--- config.mk ---
export PLATFORM = sky130hd
export DESIGN_NAME = directive_token_scanner_core_flat
export DESIGN_NICKNAME = d
export VERILOG_FILES = /design/src/hdl/dts_pkg.sv /design/src/hdl/dts_if.sv /design/src/hdl/dts_decode.sv /design/src/hdl/dts_serializer.sv /design/src/hdl/directive_token_scanner_core.sv /design/src/flat_wrapper.sv
export SDC_FILE = /design/constraint.sdc
export NUM_CORES = 1
export LEC_CHECK = 0
export ABC_AREA = 1
export BUFFER_PORTS_ARGS = -buffer_cell sky130_fd_sc_hd__buf_2
export CAP_MARGIN = 25
export CORE_MARGIN = 2
export CORE_UTILIZATION = 30
export DETAILED_ROUTE_END_ITERATION = 12
export GPL_TIMING_DRIVEN = 0
export SYNTH_ARGS = -nofsm -noshare
export SYNTH_HDL_FRONTEND = slang
export SYNTH_SLANG_ARGS = --single-unit
--- constraint.sdc ---
create_clock -name clock -period 3.9 [get_ports clock]
set_clock_uncertainty 0.1 [all_clocks]
set_input_delay 0.78 -clock clock [delete_from_list [all_inputs] [get_ports clock]]
set_output_delay 0.78 -clock clock [all_outputs]
set_load 0.1 [all_outputs]
--- src/hdl/dts_pkg.sv ---
// ----------------------------------------------------------------------------
// dts_pkg
// Shared types, codes and character helpers for the directive token scanner.
// ----------------------------------------------------------------------------
`default_nettype none

package dts_pkg;

   localparam int unsigned CpWidth    = 21;
   localparam int unsigned KindWidth  = 4;
   localparam int unsigned ByteWidth  = 8;
   localparam int unsigned OpWidth    = 2;
   localparam int unsigned MaxResults = 4;
   localparam int unsigned SlotWidth  = $clog2(MaxResults);
   localparam int unsigned CountWidth = $clog2(MaxResults + 1);

   // Input opcodes
   localparam logic [OpWidth-1:0] OP_CODE_POINT = 2'd0;
   localparam logic [OpWidth-1:0] OP_END        = 2'd1;
   localparam logic [OpWidth-1:0] OP_RESTART    = 2'd2;
   localparam logic [OpWidth-1:0] OP_RESERVED   = 2'd3;

   // Token kinds
   localparam logic [KindWidth-1:0] KIND_TEXT   = 4'd0;
   localparam logic [KindWidth-1:0] KIND_AT     = 4'd1;
   localparam logic [KindWidth-1:0] KIND_LPAREN = 4'd2;
   localparam logic [KindWidth-1:0] KIND_RPAREN = 4'd3;
   localparam logic [KindWidth-1:0] KIND_LCURLY = 4'd4;
   localparam logic [KindWidth-1:0] KIND_RCURLY = 4'd5;
   localparam logic [KindWidth-1:0] KIND_COMMA  = 4'd6;
   localparam logic [KindWidth-1:0] KIND_NAME   = 4'd7;
   localparam logic [KindWidth-1:0] KIND_STRING = 4'd8;
   localparam logic [KindWidth-1:0] KIND_END    = 4'd9;
   localparam logic [KindWidth-1:0] KIND_ERROR  = 4'd10;

   // Characters
   localparam logic [CpWidth-1:0] CH_AT         = 21'h40;
   localparam logic [CpWidth-1:0] CH_LPAREN     = 21'h28;
   localparam logic [CpWidth-1:0] CH_RPAREN     = 21'h29;
   localparam logic [CpWidth-1:0] CH_LCURLY     = 21'h7B;
   localparam logic [CpWidth-1:0] CH_RCURLY     = 21'h7D;
   localparam logic [CpWidth-1:0] CH_COMMA      = 21'h2C;
   localparam logic [CpWidth-1:0] CH_QUOTE      = 21'h22;
   localparam logic [CpWidth-1:0] CH_UNDERSCORE = 21'h5F;
   localparam logic [CpWidth-1:0] CH_BACKSLASH  = 21'h5C;
   localparam logic [CpWidth-1:0] CP_MAX        = 21'h10FFFF;
   localparam logic [CpWidth-1:0] SURR_LO       = 21'h00D800;
   localparam logic [CpWidth-1:0] SURR_HI       = 21'h00DFFF;

   typedef enum logic [5:0] {
      MODE_IDLE = 6'b000001,
      MODE_NAME = 6'b000010,
      MODE_STR  = 6'b000100,
      MODE_ESC  = 6'b001000,
      MODE_ERR  = 6'b010000,
      MODE_END  = 6'b100000
   } mode_type;

   // What one item produces: up to four results and the mode it leaves behind
   typedef struct packed {
      logic [CountWidth-1:0]                 count;
      logic [MaxResults-1:0][KindWidth-1:0]  kind;
      logic [MaxResults-1:0][ByteWidth-1:0]  tbyte;
      mode_type                              next_mode;
   } plan_type;

   function automatic logic is_letter(input logic [CpWidth-1:0] c);
      return ((c >= 21'h41) && (c <= 21'h5A)) || ((c >= 21'h61) && (c <= 21'h7A));
   endfunction

   function automatic logic is_name_start(input logic [CpWidth-1:0] c);
      return is_letter(c) || (c == CH_UNDERSCORE);
   endfunction

   function automatic logic is_name_char(input logic [CpWidth-1:0] c);
      return is_name_start(c) || ((c >= 21'h30) && (c <= 21'h39));
   endfunction

endpackage

`default_nettype wire

--- src/hdl/dts_if.sv ---
// ----------------------------------------------------------------------------
// dts channels
// Valid/ready channels for scanner input items and result tokens.
// ----------------------------------------------------------------------------
`default_nettype none

interface dts_req_if;
   logic                              valid;
   logic                              ready;
   logic [dts_pkg::OpWidth-1:0]       opcode;
   logic [dts_pkg::CpWidth-1:0]       code_point;

   modport source (output valid, output opcode, output code_point, input ready);
   modport sink   (input valid, input opcode, input code_point, output ready);
endinterface

interface dts_rsp_if;
   logic                              valid;
   logic                              ready;
   logic [dts_pkg::KindWidth-1:0]     token_kind;
   logic [dts_pkg::ByteWidth-1:0]     text_byte;
   logic                              last;

   modport source (output valid, output token_kind, output text_byte, output last,
                   input ready);
   modport sink   (input valid, input token_kind, input text_byte, input last,
                   output ready);
endinterface

`default_nettype wire

--- src/hdl/dts_decode.sv ---
// ----------------------------------------------------------------------------
// dts_decode
// Classify one held item against the scan mode and plan its results.
// ----------------------------------------------------------------------------
`default_nettype none

module dts_decode (
   input  wire logic [dts_pkg::OpWidth-1:0]  opcode,
   input  wire logic [dts_pkg::CpWidth-1:0]  code_point,
   input  dts_pkg::mode_type                 mode,
   output dts_pkg::plan_type                 plan
);

   logic                             st_has;
   logic [dts_pkg::KindWidth-1:0]    st_kind;
   logic [dts_pkg::ByteWidth-1:0]    st_byte;
   dts_pkg::mode_type                st_mode;

   logic [dts_pkg::CountWidth-1:0]                      u_len;
   logic [dts_pkg::MaxResults-1:0][dts_pkg::ByteWidth-1:0] u_byte;

   logic cp_bad;

   // Start of a new token from idle
   always_comb begin
      st_has  = 1'b1;
      st_byte = '0;
      st_mode = dts_pkg::MODE_IDLE;
      st_kind = dts_pkg::KIND_ERROR;
      case (code_point)
         dts_pkg::CH_AT:     st_kind = dts_pkg::KIND_AT;
         dts_pkg::CH_LPAREN: st_kind = dts_pkg::KIND_LPAREN;
         dts_pkg::CH_RPAREN: st_kind = dts_pkg::KIND_RPAREN;
         dts_pkg::CH_LCURLY: st_kind = dts_pkg::KIND_LCURLY;
         dts_pkg::CH_RCURLY: st_kind = dts_pkg::KIND_RCURLY;
         dts_pkg::CH_COMMA:  st_kind = dts_pkg::KIND_COMMA;
         dts_pkg::CH_QUOTE: begin
            st_has  = 1'b0;
            st_kind = dts_pkg::KIND_TEXT;
            st_mode = dts_pkg::MODE_STR;
         end
         default: begin
            if (dts_pkg::is_name_start(code_point)) begin
               st_kind = dts_pkg::KIND_TEXT;
               st_byte = code_point[7:0];
               st_mode = dts_pkg::MODE_NAME;
            end else begin
               st_kind = dts_pkg::KIND_ERROR;
               st_mode = dts_pkg::MODE_ERR;
            end
         end
      endcase
   end

   // UTF-8 encoding of the code point
   always_comb begin
      u_byte = '0;
      if (code_point < 21'h80) begin
         u_len     = 3'd1;
         u_byte[0] = code_point[7:0];
      end else if (code_point < 21'h800) begin
         u_len     = 3'd2;
         u_byte[0] = {3'b110, code_point[10:6]};
         u_byte[1] = {2'b10, code_point[5:0]};
      end else if (code_point < 21'h10000) begin
         u_len     = 3'd3;
         u_byte[0] = {4'b1110, code_point[15:12]};
         u_byte[1] = {2'b10, code_point[11:6]};
         u_byte[2] = {2'b10, code_point[5:0]};
      end else begin
         u_len     = 3'd4;
         u_byte[0] = {5'b11110, code_point[20:18]};
         u_byte[1] = {2'b10, code_point[17:12]};
         u_byte[2] = {2'b10, code_point[11:6]};
         u_byte[3] = {2'b10, code_point[5:0]};
      end
   end

   assign cp_bad = (code_point > dts_pkg::CP_MAX) ||
                   ((code_point >= dts_pkg::SURR_LO) && (code_point <= dts_pkg::SURR_HI));

   always_comb begin
      plan           = '0;
      plan.next_mode = mode;
      if (opcode == dts_pkg::OP_RESTART) begin
         plan.next_mode = dts_pkg::MODE_IDLE;
      end else if (opcode == dts_pkg::OP_RESERVED) begin
         plan.next_mode = mode;
      end else if (mode == dts_pkg::MODE_ERR) begin
         plan.count   = 3'd1;
         plan.kind[0] = dts_pkg::KIND_ERROR;
      end else if (mode == dts_pkg::MODE_END) begin
         plan.count   = 3'd1;
         plan.kind[0] = dts_pkg::KIND_END;
      end else if (opcode == dts_pkg::OP_END) begin
         case (mode)
            dts_pkg::MODE_STR, dts_pkg::MODE_ESC: begin
               plan.count     = 3'd1;
               plan.kind[0]   = dts_pkg::KIND_ERROR;
               plan.next_mode = dts_pkg::MODE_ERR;
            end
            dts_pkg::MODE_NAME: begin
               plan.count     = 3'd2;
               plan.kind[0]   = dts_pkg::KIND_NAME;
               plan.kind[1]   = dts_pkg::KIND_END;
               plan.next_mode = dts_pkg::MODE_END;
            end
            default: begin
               plan.count     = 3'd1;
               plan.kind[0]   = dts_pkg::KIND_END;
               plan.next_mode = dts_pkg::MODE_END;
            end
         endcase
      end else begin
         case (mode)
            dts_pkg::MODE_NAME: begin
               if (dts_pkg::is_name_char(code_point)) begin
                  plan.count    = 3'd1;
                  plan.kind[0]  = dts_pkg::KIND_TEXT;
                  plan.tbyte[0] = code_point[7:0];
               end else begin
                  // close the name, then rescan this character
                  plan.kind[0]   = dts_pkg::KIND_NAME;
                  plan.kind[1]   = st_kind;
                  plan.tbyte[1]  = st_byte;
                  plan.count     = st_has ? 3'd2 : 3'd1;
                  plan.next_mode = st_mode;
               end
            end
            dts_pkg::MODE_STR: begin
               if (code_point == dts_pkg::CH_QUOTE) begin
                  plan.count     = 3'd1;
                  plan.kind[0]   = dts_pkg::KIND_STRING;
                  plan.next_mode = dts_pkg::MODE_IDLE;
               end else if (code_point == dts_pkg::CH_BACKSLASH) begin
                  plan.next_mode = dts_pkg::MODE_ESC;
               end else if (cp_bad) begin
                  plan.count     = 3'd1;
                  plan.kind[0]   = dts_pkg::KIND_ERROR;
                  plan.next_mode = dts_pkg::MODE_ERR;
               end else begin
                  plan.count = u_len;
                  plan.tbyte = u_byte;
               end
            end
            dts_pkg::MODE_ESC: begin
               plan.count = 3'd1;
               if ((code_point == dts_pkg::CH_BACKSLASH) ||
                   (code_point == dts_pkg::CH_QUOTE)) begin
                  plan.kind[0]   = dts_pkg::KIND_TEXT;
                  plan.tbyte[0]  = code_point[7:0];
                  plan.next_mode = dts_pkg::MODE_STR;
               end else begin
                  plan.kind[0]   = dts_pkg::KIND_ERROR;
                  plan.next_mode = dts_pkg::MODE_ERR;
               end
            end
            default: begin
               plan.count     = st_has ? 3'd1 : 3'd0;
               plan.kind[0]   = st_kind;
               plan.tbyte[0]  = st_byte;
               plan.next_mode = st_mode;
            end
         endcase
      end
   end

endmodule

`default_nettype wire

--- src/hdl/dts_serializer.sv ---
// ----------------------------------------------------------------------------
// dts_serializer
// Step through the planned results of the held item into the result register.
// ----------------------------------------------------------------------------
`default_nettype none

module dts_serializer (
   input  wire logic                          clock,
   input  wire logic                          reset,
   input  wire logic                          item_valid,
   input  dts_pkg::plan_type                  plan,
   output logic                               item_done,
   input  wire logic                          out_ready,
   output logic                               out_valid,
   output logic [dts_pkg::KindWidth-1:0]      out_kind,
   output logic [dts_pkg::ByteWidth-1:0]      out_byte,
   output logic                               out_last
);

   logic                               valid_ff, valid_in;
   logic [dts_pkg::SlotWidth-1:0]      idx_ff, idx_in;
   logic [dts_pkg::KindWidth-1:0]      kind_ff;
   logic [dts_pkg::ByteWidth-1:0]      byte_ff;
   logic                               last_ff;

   logic out_free, has_results, last_slot, load;

   assign out_free    = !valid_ff || out_ready;
   assign has_results = (plan.count != '0);
   assign last_slot   = (({1'b0, idx_ff} + 3'd1) == plan.count);
   assign load        = item_valid && has_results && out_free;
   assign item_done   = item_valid && (!has_results || (out_free && last_slot));

   assign valid_in = load || (valid_ff && !out_ready);
   assign idx_in   = load ? (last_slot ? '0 : idx_ff + 2'd1) : idx_ff;

   always_ff @(posedge clock) begin
      if (reset) begin
         valid_ff <= 1'b0;
         idx_ff   <= '0;
      end else begin
         valid_ff <= valid_in;
         idx_ff   <= idx_in;
      end
   end

   always_ff @(posedge clock) begin
      if (load) begin
         kind_ff <= plan.kind[idx_ff];
         byte_ff <= plan.tbyte[idx_ff];
         last_ff <= last_slot;
      end
   end

   assign out_valid = valid_ff;
   assign out_kind  = kind_ff;
   assign out_byte  = byte_ff;
   assign out_last  = last_ff;

endmodule

`default_nettype wire

--- src/hdl/directive_token_scanner_core.sv ---
// ----------------------------------------------------------------------------
// directive_token_scanner_core
// Stream scanner for directive text: punctuation, names and quoted strings.
// ----------------------------------------------------------------------------
// Each input transfer carries a code point, an end-of-input mark or a restart.
// The core emits one result transfer per token: @ ( ) { } and comma, the
// UTF-8 bytes of name and string text followed by a closing name or string
// token, an end token, or an error token. Errors are sticky until a restart;
// after end of input every item but a reserved opcode answers with an end
// token until a restart. The last result caused by an input item carries
// last = 1. Items that cause no result (restart, reserved opcode, opening
// quote, backslash in a string) never wait on the result channel. Throughput
// is one item per cycle while each item causes at most one result and no
// result stalls; an item causing several results (a name closed by anything
// but a quote, or a code point of two to four UTF-8 bytes) holds the input
// while the single result register drains them one per cycle. Results are
// registered after the input register. While a result waits, an item with
// results stays in the input register and holds off further input transfers.
// ----------------------------------------------------------------------------
`default_nettype none

module directive_token_scanner_core (
   input  wire logic   clock,
   input  wire logic   reset,
   dts_req_if.sink     req_bus,
   dts_rsp_if.source   rsp_bus
);

   // Input register: one item held while its results are produced
   logic                              item_valid_ff, item_valid_in;
   logic [dts_pkg::OpWidth-1:0]       opcode_ff;
   logic [dts_pkg::CpWidth-1:0]       code_point_ff;

   // Scan mode, advanced when the held item retires
   dts_pkg::mode_type                 mode_ff, mode_in;

   dts_pkg::plan_type                 plan;
   logic                              item_done;
   logic                              req_accept;

   // Take a new item when the register is empty or its item retires now
   assign req_bus.ready = !item_valid_ff || item_done;
   assign req_accept    = req_bus.valid && req_bus.ready;

   assign item_valid_in = req_accept || (item_valid_ff && !item_done);
   assign mode_in       = item_done ? plan.next_mode : mode_ff;

   always_ff @(posedge clock) begin
      if (reset) begin
         item_valid_ff <= 1'b0;
         mode_ff       <= dts_pkg::MODE_IDLE;
      end else begin
         item_valid_ff <= item_valid_in;
         mode_ff       <= mode_in;
      end
   end

   // Hold the payload until the next transfer
   always_ff @(posedge clock) begin
      if (req_accept) begin
         opcode_ff     <= req_bus.opcode;
         code_point_ff <= req_bus.code_point;
      end
   end

   // Decode the held item against the current mode
   dts_decode u_decode (
      .opcode     (opcode_ff),
      .code_point (code_point_ff),
      .mode       (mode_ff),
      .plan       (plan)
   );

   // Drain the planned results into the result register, one per cycle unless stalled
   dts_serializer u_serializer (
      .clock      (clock),
      .reset      (reset),
      .item_valid (item_valid_ff),
      .plan       (plan),
      .item_done  (item_done),
      .out_ready  (rsp_bus.ready),
      .out_valid  (rsp_bus.valid),
      .out_kind   (rsp_bus.token_kind),
      .out_byte   (rsp_bus.text_byte),
      .out_last   (rsp_bus.last)
   );

endmodule

`default_nettype wire

--- src/flat_wrapper.sv ---
// flat-port wrapper written by rule: the top's interface ports become plain ports
module directive_token_scanner_core_flat 
  (clock, reset, req_bus_valid, req_bus_opcode, req_bus_code_point, req_bus_ready, rsp_bus_valid, rsp_bus_token_kind, rsp_bus_text_byte, rsp_bus_last, rsp_bus_ready);
  dts_req_if req_bus_i ();
  dts_rsp_if rsp_bus_i ();
  input  wire logic clock;
  input  wire logic reset;
  input wire logic [$bits(req_bus_i.valid)-1:0] req_bus_valid;
  input wire logic [$bits(req_bus_i.opcode)-1:0] req_bus_opcode;
  input wire logic [$bits(req_bus_i.code_point)-1:0] req_bus_code_point;
  output wire logic [$bits(req_bus_i.ready)-1:0] req_bus_ready;
  output wire logic [$bits(rsp_bus_i.valid)-1:0] rsp_bus_valid;
  output wire logic [$bits(rsp_bus_i.token_kind)-1:0] rsp_bus_token_kind;
  output wire logic [$bits(rsp_bus_i.text_byte)-1:0] rsp_bus_text_byte;
  output wire logic [$bits(rsp_bus_i.last)-1:0] rsp_bus_last;
  input wire logic [$bits(rsp_bus_i.ready)-1:0] rsp_bus_ready;
  assign req_bus_i.valid = req_bus_valid;
  assign req_bus_i.opcode = req_bus_opcode;
  assign req_bus_i.code_point = req_bus_code_point;
  assign req_bus_ready = req_bus_i.ready;
  assign rsp_bus_valid = rsp_bus_i.valid;
  assign rsp_bus_token_kind = rsp_bus_i.token_kind;
  assign rsp_bus_text_byte = rsp_bus_i.text_byte;
  assign rsp_bus_last = rsp_bus_i.last;
  assign rsp_bus_i.ready = rsp_bus_ready;
  directive_token_scanner_core u_core (.clock(clock), .reset(reset), .req_bus(req_bus_i), .rsp_bus(rsp_bus_i));
endmodule
# Word level (Yosys, flattened, before mapping)
# Cells that the tools add are included.
# word_totals
register_bits	46
inputBits	27
output_inout_bits	15
elab_cells	157
# op_classes
n_addsub	2
order_cmp	13
eq_ne	23
muxes	79
n_reduce_logical	31
# op_table
op	count
36-bit 2-to-1 mux	8
21-bit by 7-bit == test with 1-bit output, second input constant	5
32-bit 2-to-1 mux	3
21-bit by 6-bit == test with 1-bit output, second input constant	4
40-bit 2-to-1 mux	2
38-bit 2-to-1 mux	2
24-bit 2-to-1 mux	3
8-bit 2-to-1 mux	9
16-bit 2-to-1 mux	3
4-bit 2-to-1 mux	12
6-bit 2-to-1 mux	8
21-bit by 7-bit greater-or-equal comparator with 1-bit output, second input constant	2
21-bit by 7-bit <= comparator with 1-bit output, second input constant	2
14-bit one-hot mux with 3 select lines	1
3-bit 2-to-1 mux	12
4-bit one-hot mux with 7 select lines	1
22-bit 2-to-1 mux	1
21-bit by 16-bit greater-or-equal comparator with 1-bit output, second input constant	1
21-bit by 6-bit greater-or-equal comparator with 1-bit output, second input constant	1
21-bit greater-than comparator, second input constant	1
21-bit by 16-bit <= comparator with 1-bit output, second input constant	1
21-bit by 6-bit <= comparator with 1-bit output, second input constant	1
21-bit by 12-bit < comparator with 1-bit output, second input constant	1
21-bit by 17-bit < comparator with 1-bit output, second input constant	1
33 further kinds	63

# Longest topological paths before layout
# logic_depth
depth_word	24
ltp_mapped	21
ltp_nobuf	21

# By module
# Synthesis repeated with hierarchy kept, for this count alone.
# hier_totals
cells_unflattened	572
hier_area_um2	4001.3
# by_module_without_submodules
module	instances	cells_each	area_per_inst_um2	seq_area_each_um2
dts_decode	1	403	2104.5	0.0
dts_serializer	1	115	950.9	450.4
directive_token_scanner_core	1	54	945.9	830.8

# Worst setup path before layout
# No wires, ideal clock.
# synth_timing
kind	register to register
start	register u_core.code_point_ff[8] (netlist name)
end	register u_core.code_point_ff[0] (netlist name), enable pin
setup_time_ps	411
arrival_time_ps	3019
slack_ps	370
path_stages_with_launch	16
n_path_buf	0
period_less_slack_ps	3530
cell_sequence	edfxtp_1 > nor2_2 > inv_2 > nor2_4 > nand2_8 > clkinv_4 > nand2_2 > a21oi_2 > nand4_1 > nand2_1 > a21oi_1 > nor2_2 > nand4_2 > nand2_4 > inv_2 > a21oi_1
# synth_between
elab_chain_len	19
# synth_rtl
element	line_no	rtl
from (decl)	directive_token_scanner_core.sv:32	logic [dts_pkg::CpWidth-1:0] code_point_ff;
from (signal assigned)	directive_token_scanner_core.sv:62	code_point_ff <= req_bus.code_point;
21-bit by 17-bit < comparator with 1-bit output	dts_decode.sv:65	end else if (code_point < 21'h10000) begin
3-bit 2-to-1 mux	dts_decode.sv:65	
3-bit 2-to-1 mux	dts_decode.sv:61	end else if (code_point < 21'h800) begin
3-bit 2-to-1 mux	dts_decode.sv:58	if (code_point < 21'h80) begin
3-bit 2-to-1 mux	dts_decode.sv:137	end else if (cp_bad) begin
3-bit 2-to-1 mux	dts_decode.sv:135	end else if (code_point == dts_pkg::CH_BACKSLASH) begin
3-bit 2-to-1 mux	dts_decode.sv:131	if (code_point == dts_pkg::CH_QUOTE) begin
3-bit one-hot mux with 3 select lines *	dts_decode.sv:115	case (mode)
[4 not listed]	-	
3-bit 2-to-1 mux *	dts_decode.sv:85	if (opcode == dts_pkg::OP_RESTART) begin
3-bit == test or 3-bit nonzero test (tied branches)	dts_serializer.sv:30, dts_serializer.sv:29	
1-bit logical AND or 1-bit logical NOT (tied branches)	dts_serializer.sv:32	assign item_done = item_valid && (!has_results || (out_free && last_slot));
1-bit logical OR *	dts_serializer.sv:32	
1-bit logical AND *	dts_serializer.sv:32	
1-bit logical OR *	directive_token_scanner_core.sv:42	assign req_bus.ready = !item_valid_ff || item_done;
1-bit logical AND *	directive_token_scanner_core.sv:43	assign req_accept = req_bus.valid && req_bus.ready;
net u_core.req_accept	directive_token_scanner_core.sv:39	logic req_accept;
# Mark *: on every way through the listed nets, which the timed path passes. The rest lies on a longest branch.
# A chain may end at the register's enable or synchronous reset.

# Worst setup path in the final report
# layout_timing
start	register u_core.code_point_ff[16] (netlist name)
end	output req_bus_ready
# layout_between
elab_chain_len	18
# layout_rtl
element	line_no	rtl
21-bit by 17-bit < comparator with 1-bit output	dts_decode.sv:65	
3-bit 2-to-1 mux	dts_decode.sv:65	
3-bit 2-to-1 mux	dts_decode.sv:61	
3-bit 2-to-1 mux	dts_decode.sv:58	
3-bit 2-to-1 mux	dts_decode.sv:137	
3-bit 2-to-1 mux	dts_decode.sv:135	
3-bit 2-to-1 mux	dts_decode.sv:131	
3-bit one-hot mux with 3 select lines *	dts_decode.sv:115	
[2 not listed]	-	
3-bit 2-to-1 mux *	dts_decode.sv:89	end else if (mode == dts_pkg::MODE_ERR) begin
3-bit 2-to-1 mux *	dts_decode.sv:87	end else if (opcode == dts_pkg::OP_RESERVED) begin
3-bit 2-to-1 mux *	dts_decode.sv:85	
3-bit == test or 3-bit nonzero test (tied branches)	dts_serializer.sv:30, dts_serializer.sv:29	
1-bit logical AND or 1-bit logical NOT (tied branches)	dts_serializer.sv:32	
1-bit logical OR *	dts_serializer.sv:32	
1-bit logical AND *	dts_serializer.sv:32	
1-bit logical OR *	directive_token_scanner_core.sv:42	
to (decl)	flat_wrapper.sv:11	output wire logic [$bits(req_bus_i.ready)-1:0] req_bus_ready;
# Every way passes the cells marked *; elsewhere a longest branch is shown, timed or not.

==> out/metrics.yaml <==
synth:
  synthCells: 472
  post_synth_main_area_contributors: "edfxtp_1 (31%), nand2_1 (9.9%), nor2_1 (6.0%)"
  syn-cell-area_um2: 3510
  synth_top_area_frac: 0.308
  ys_warn_count: 0
  synth_seq_cells: 46
  synth.avg_cell_area_um2: 7.44
  syn_nets: 503
  synthTopCellsByCount: "nand2_1 (93), nor2_1 (56), inv_1 (53), edfxtp_1 (36), nand3_1 (35)"
  synth_cell_types: 45
  ys.flop_type: "edfxtp_1"
  async_reset_ff_frac: 0
  yosysMostFrequentCell: "nand2_1"
  yosysTopAreaCell: "edfxtp_1"
  synth_edf_count: 36
  yosysSeqAreaShare: 0.365
layout:
  fill_cells: 1255
  antenna_cells: 0
  instances_no_fill: 676
  multi_input_area_um2: 1940
  area_delta_synth_final_pct: 19.3
  layout.nets: 564
  drive_above_1_share: 0.238
  ff_latch_area_um2: 1280
floorplanning:
  rows: 39
  core_area_um2: 11400
  initial_core_util: 0.307
  pin_count: 42
  die_h_um: 112
  die_area_um2: 12600
  die_width_um: 112
power:
  peakVddDrop_uv: 138
  p_leak_nw: 1.85
  p_per_area_nw_per_um2: 343
drt:
  vias: 3497
  drc_errors: 0
  drt-initial-drc-count: 277
  viasPerCell: 5.17
  totalWireLength_um: 9860
  drtPass1Iterations: 5
  wire_per_inst_um: 14.6
  antenna_left: 0
clocking:
  clockBufferDepth: 2
  cts-root-buf: "clkbuf_16"
  clk_pin_slew_ns: 0.06
  clkLatencyLatePin_ns: 0.29
  cts_tree: "yes"
  htreeDepth: 2
  clock-sinks: 46
  numCtsBuffers: 5
timing:
  setup_violations: 0
  hold_viol: 0
  clock.fmax_mhz: 271
  fin_crit_sh: 0.948
  fin_crit_ns: 3.70
  worst_slew_pin_slew_ns: 0.820
  rsz0062_at_grt: "no"
  slew_viol_final: 0
  finalHoldWorstSlack_ns: 0.425
  slew_headroom: 0.453
outcome:
  status: "finished clean"
min_path:
  hold_class: "reg2reg"
placement:
  hpwlAfterDp_um: 7760
  port_buffers: 41
  gp_congestion: 0.940
  place_inst: 657
flow_run:
  max-cap-violations: 0
critical_path:
  critPathCaptureType: "primary output"
  worstPathRequired_ns: 3.02
  crit_arrival_ns: 2.82
  cp-start-kind: "flip-flop"
  criticalPathCategory: "reg2out"
  crit_path_max_fanout: 7
global_routing:
  grt_pass1_vias: 3272
  overflow: 0
  grt_pass1_wl_um: 16200
  grt_max_degree: 20
  grt_antenna_before_repair: 0
  grtUsageTotal: 0.158
[stage by stage]
step                      power, W  setup WS, ns  cell area, um^2  TNS (ns)   util
after floorplan           0.000869         0.370             3510         0      -
after global placement    0.000948        -0.598             3890    -13.68  0.341
after detailed placement  0.000952         0.260             3910         0  0.343
after CTS                  0.00143        0.0662             4080         0  0.357
after global routing       0.00151        0.0438             4190         0  0.367
final                      0.00144         0.204             4190         0  0.367
[per-layer routing]
layer  global-route usage  share of wire  wire length (um)  vias up
met3               0.0211          0.056               551        9
li1                     -              -                 -     1737
met4               0.0423          0.013               129        0
met1                0.220           0.46              4580     1630
met5                    0              0                 0        -
met2                0.259           0.47              4600      121
[repair_timing]
action                                  4_1_cts  5_1_grt
pin swaps                                     0        5
gates resized for setup                       1        6
endpoints found under the setup margin        1        1
setup buffers                                 0       12
hold buffers                                  0        0
[logic make-up after synthesis]
kind of cell / Yosys count / synth area share
flops: 46 / 0.365
buf+inv: 78 / 0.0859
xor+xnor: 2 / 0.00499
simple gates: 242 / 0.351
fa+ha+maj: 4 / 0.0143
compound gates: 100 / 0.179
[final cells by class]
class,instances,share of cell area
multi-input cells,348,0.464
flip-flops and latches,46,0.306
repair buffers,54,0.0777
inverters,73,0.0669
well taps,143,0.0427
clock buffers,5,0.0299
clock inverters,2,0.00806
plain buffers,5,0.00508
[state kept, by name (all words and copies together), names as in the netlist]
| name | flops |
|---|---|
| u_core.u_serializer.out_byte | 8 |
| u_core.u_serializer.idx_ff | 2 |
| u_core.code_point_ff | 21 |
| u_core.item_valid_ff | 1 |
| u_core.u_serializer.out_last | 1 |
| u_core.opcode_ff | 2 |
| u_core.mode_ff | 6 |
| u_core.u_serializer.out_valid | 1 |
| u_core.u_serializer.out_kind | 4 |
[path summary, 6_finish.rpt]
| path | start | to | slack, ns | depth (start not counted) |
|---|---|---|---|---|
| setup reg to reg | u_core.code_point_ff[16]$_DFFE_PP_ | u_core.code_point_ff[11]$_DFFE_PP_ | 0.65 | 16 |
| hold reg to reg | u_core.mode_ff[0]$_SDFFE_PP1P_ | u_core.mode_ff[0]$_SDFFE_PP1P_ | 0.43 | 2 |
| setup / recovery | u_core.code_point_ff[16]$_DFFE_PP_ | req_bus_ready | 0.20 | 16 |
| hold / removal | u_core.mode_ff[0]$_SDFFE_PP1P_ | u_core.mode_ff[0]$_SDFFE_PP1P_ | 0.43 | 2 |
[power breakdown]
part	total (W)	internal (W)	switching, W
Combinational	0.000357	0.000104	0.000253
Sequential	0.000606	0.000573	0.0000333
Clock	0.000475	0.000297	0.000178
Total	0.00144	0.000973	0.000465
[worst max-delay path: stages, from the launching register on]
cell and delay (ns):
edfxtp_1 0.46, nor2_2 0.18, nand2_2 0.11, nor2_8 0.18
nand2_8 0.08, clkinv_4 0.09, nand2_2 0.05, a21oi_2 0.18
nand4_1 0.21, nand2_1 0.16, a21oi_1 0.09, nor2_2 0.15
nand4_2 0.14, nand2_4 0.09, inv_2 0.04, nand2_1 0.11
buf_12 0.19
[layout by cell type (no fill, tap or decap), types with 10 or more instances in the layout]
cell type	netlist	final
edfxtp_1	36	36
dfxtp_1	10	10
o21ai_0	24	24
inv_1	53	53
inv_2	18	18
nor2_1	56	55
nand3_1	35	35
buf_4	0	12
buf_2	2	42
a21oi_1	27	26
nand4_1	10	10
nand2_1	93	93
(Power assumes the default switching activity.)
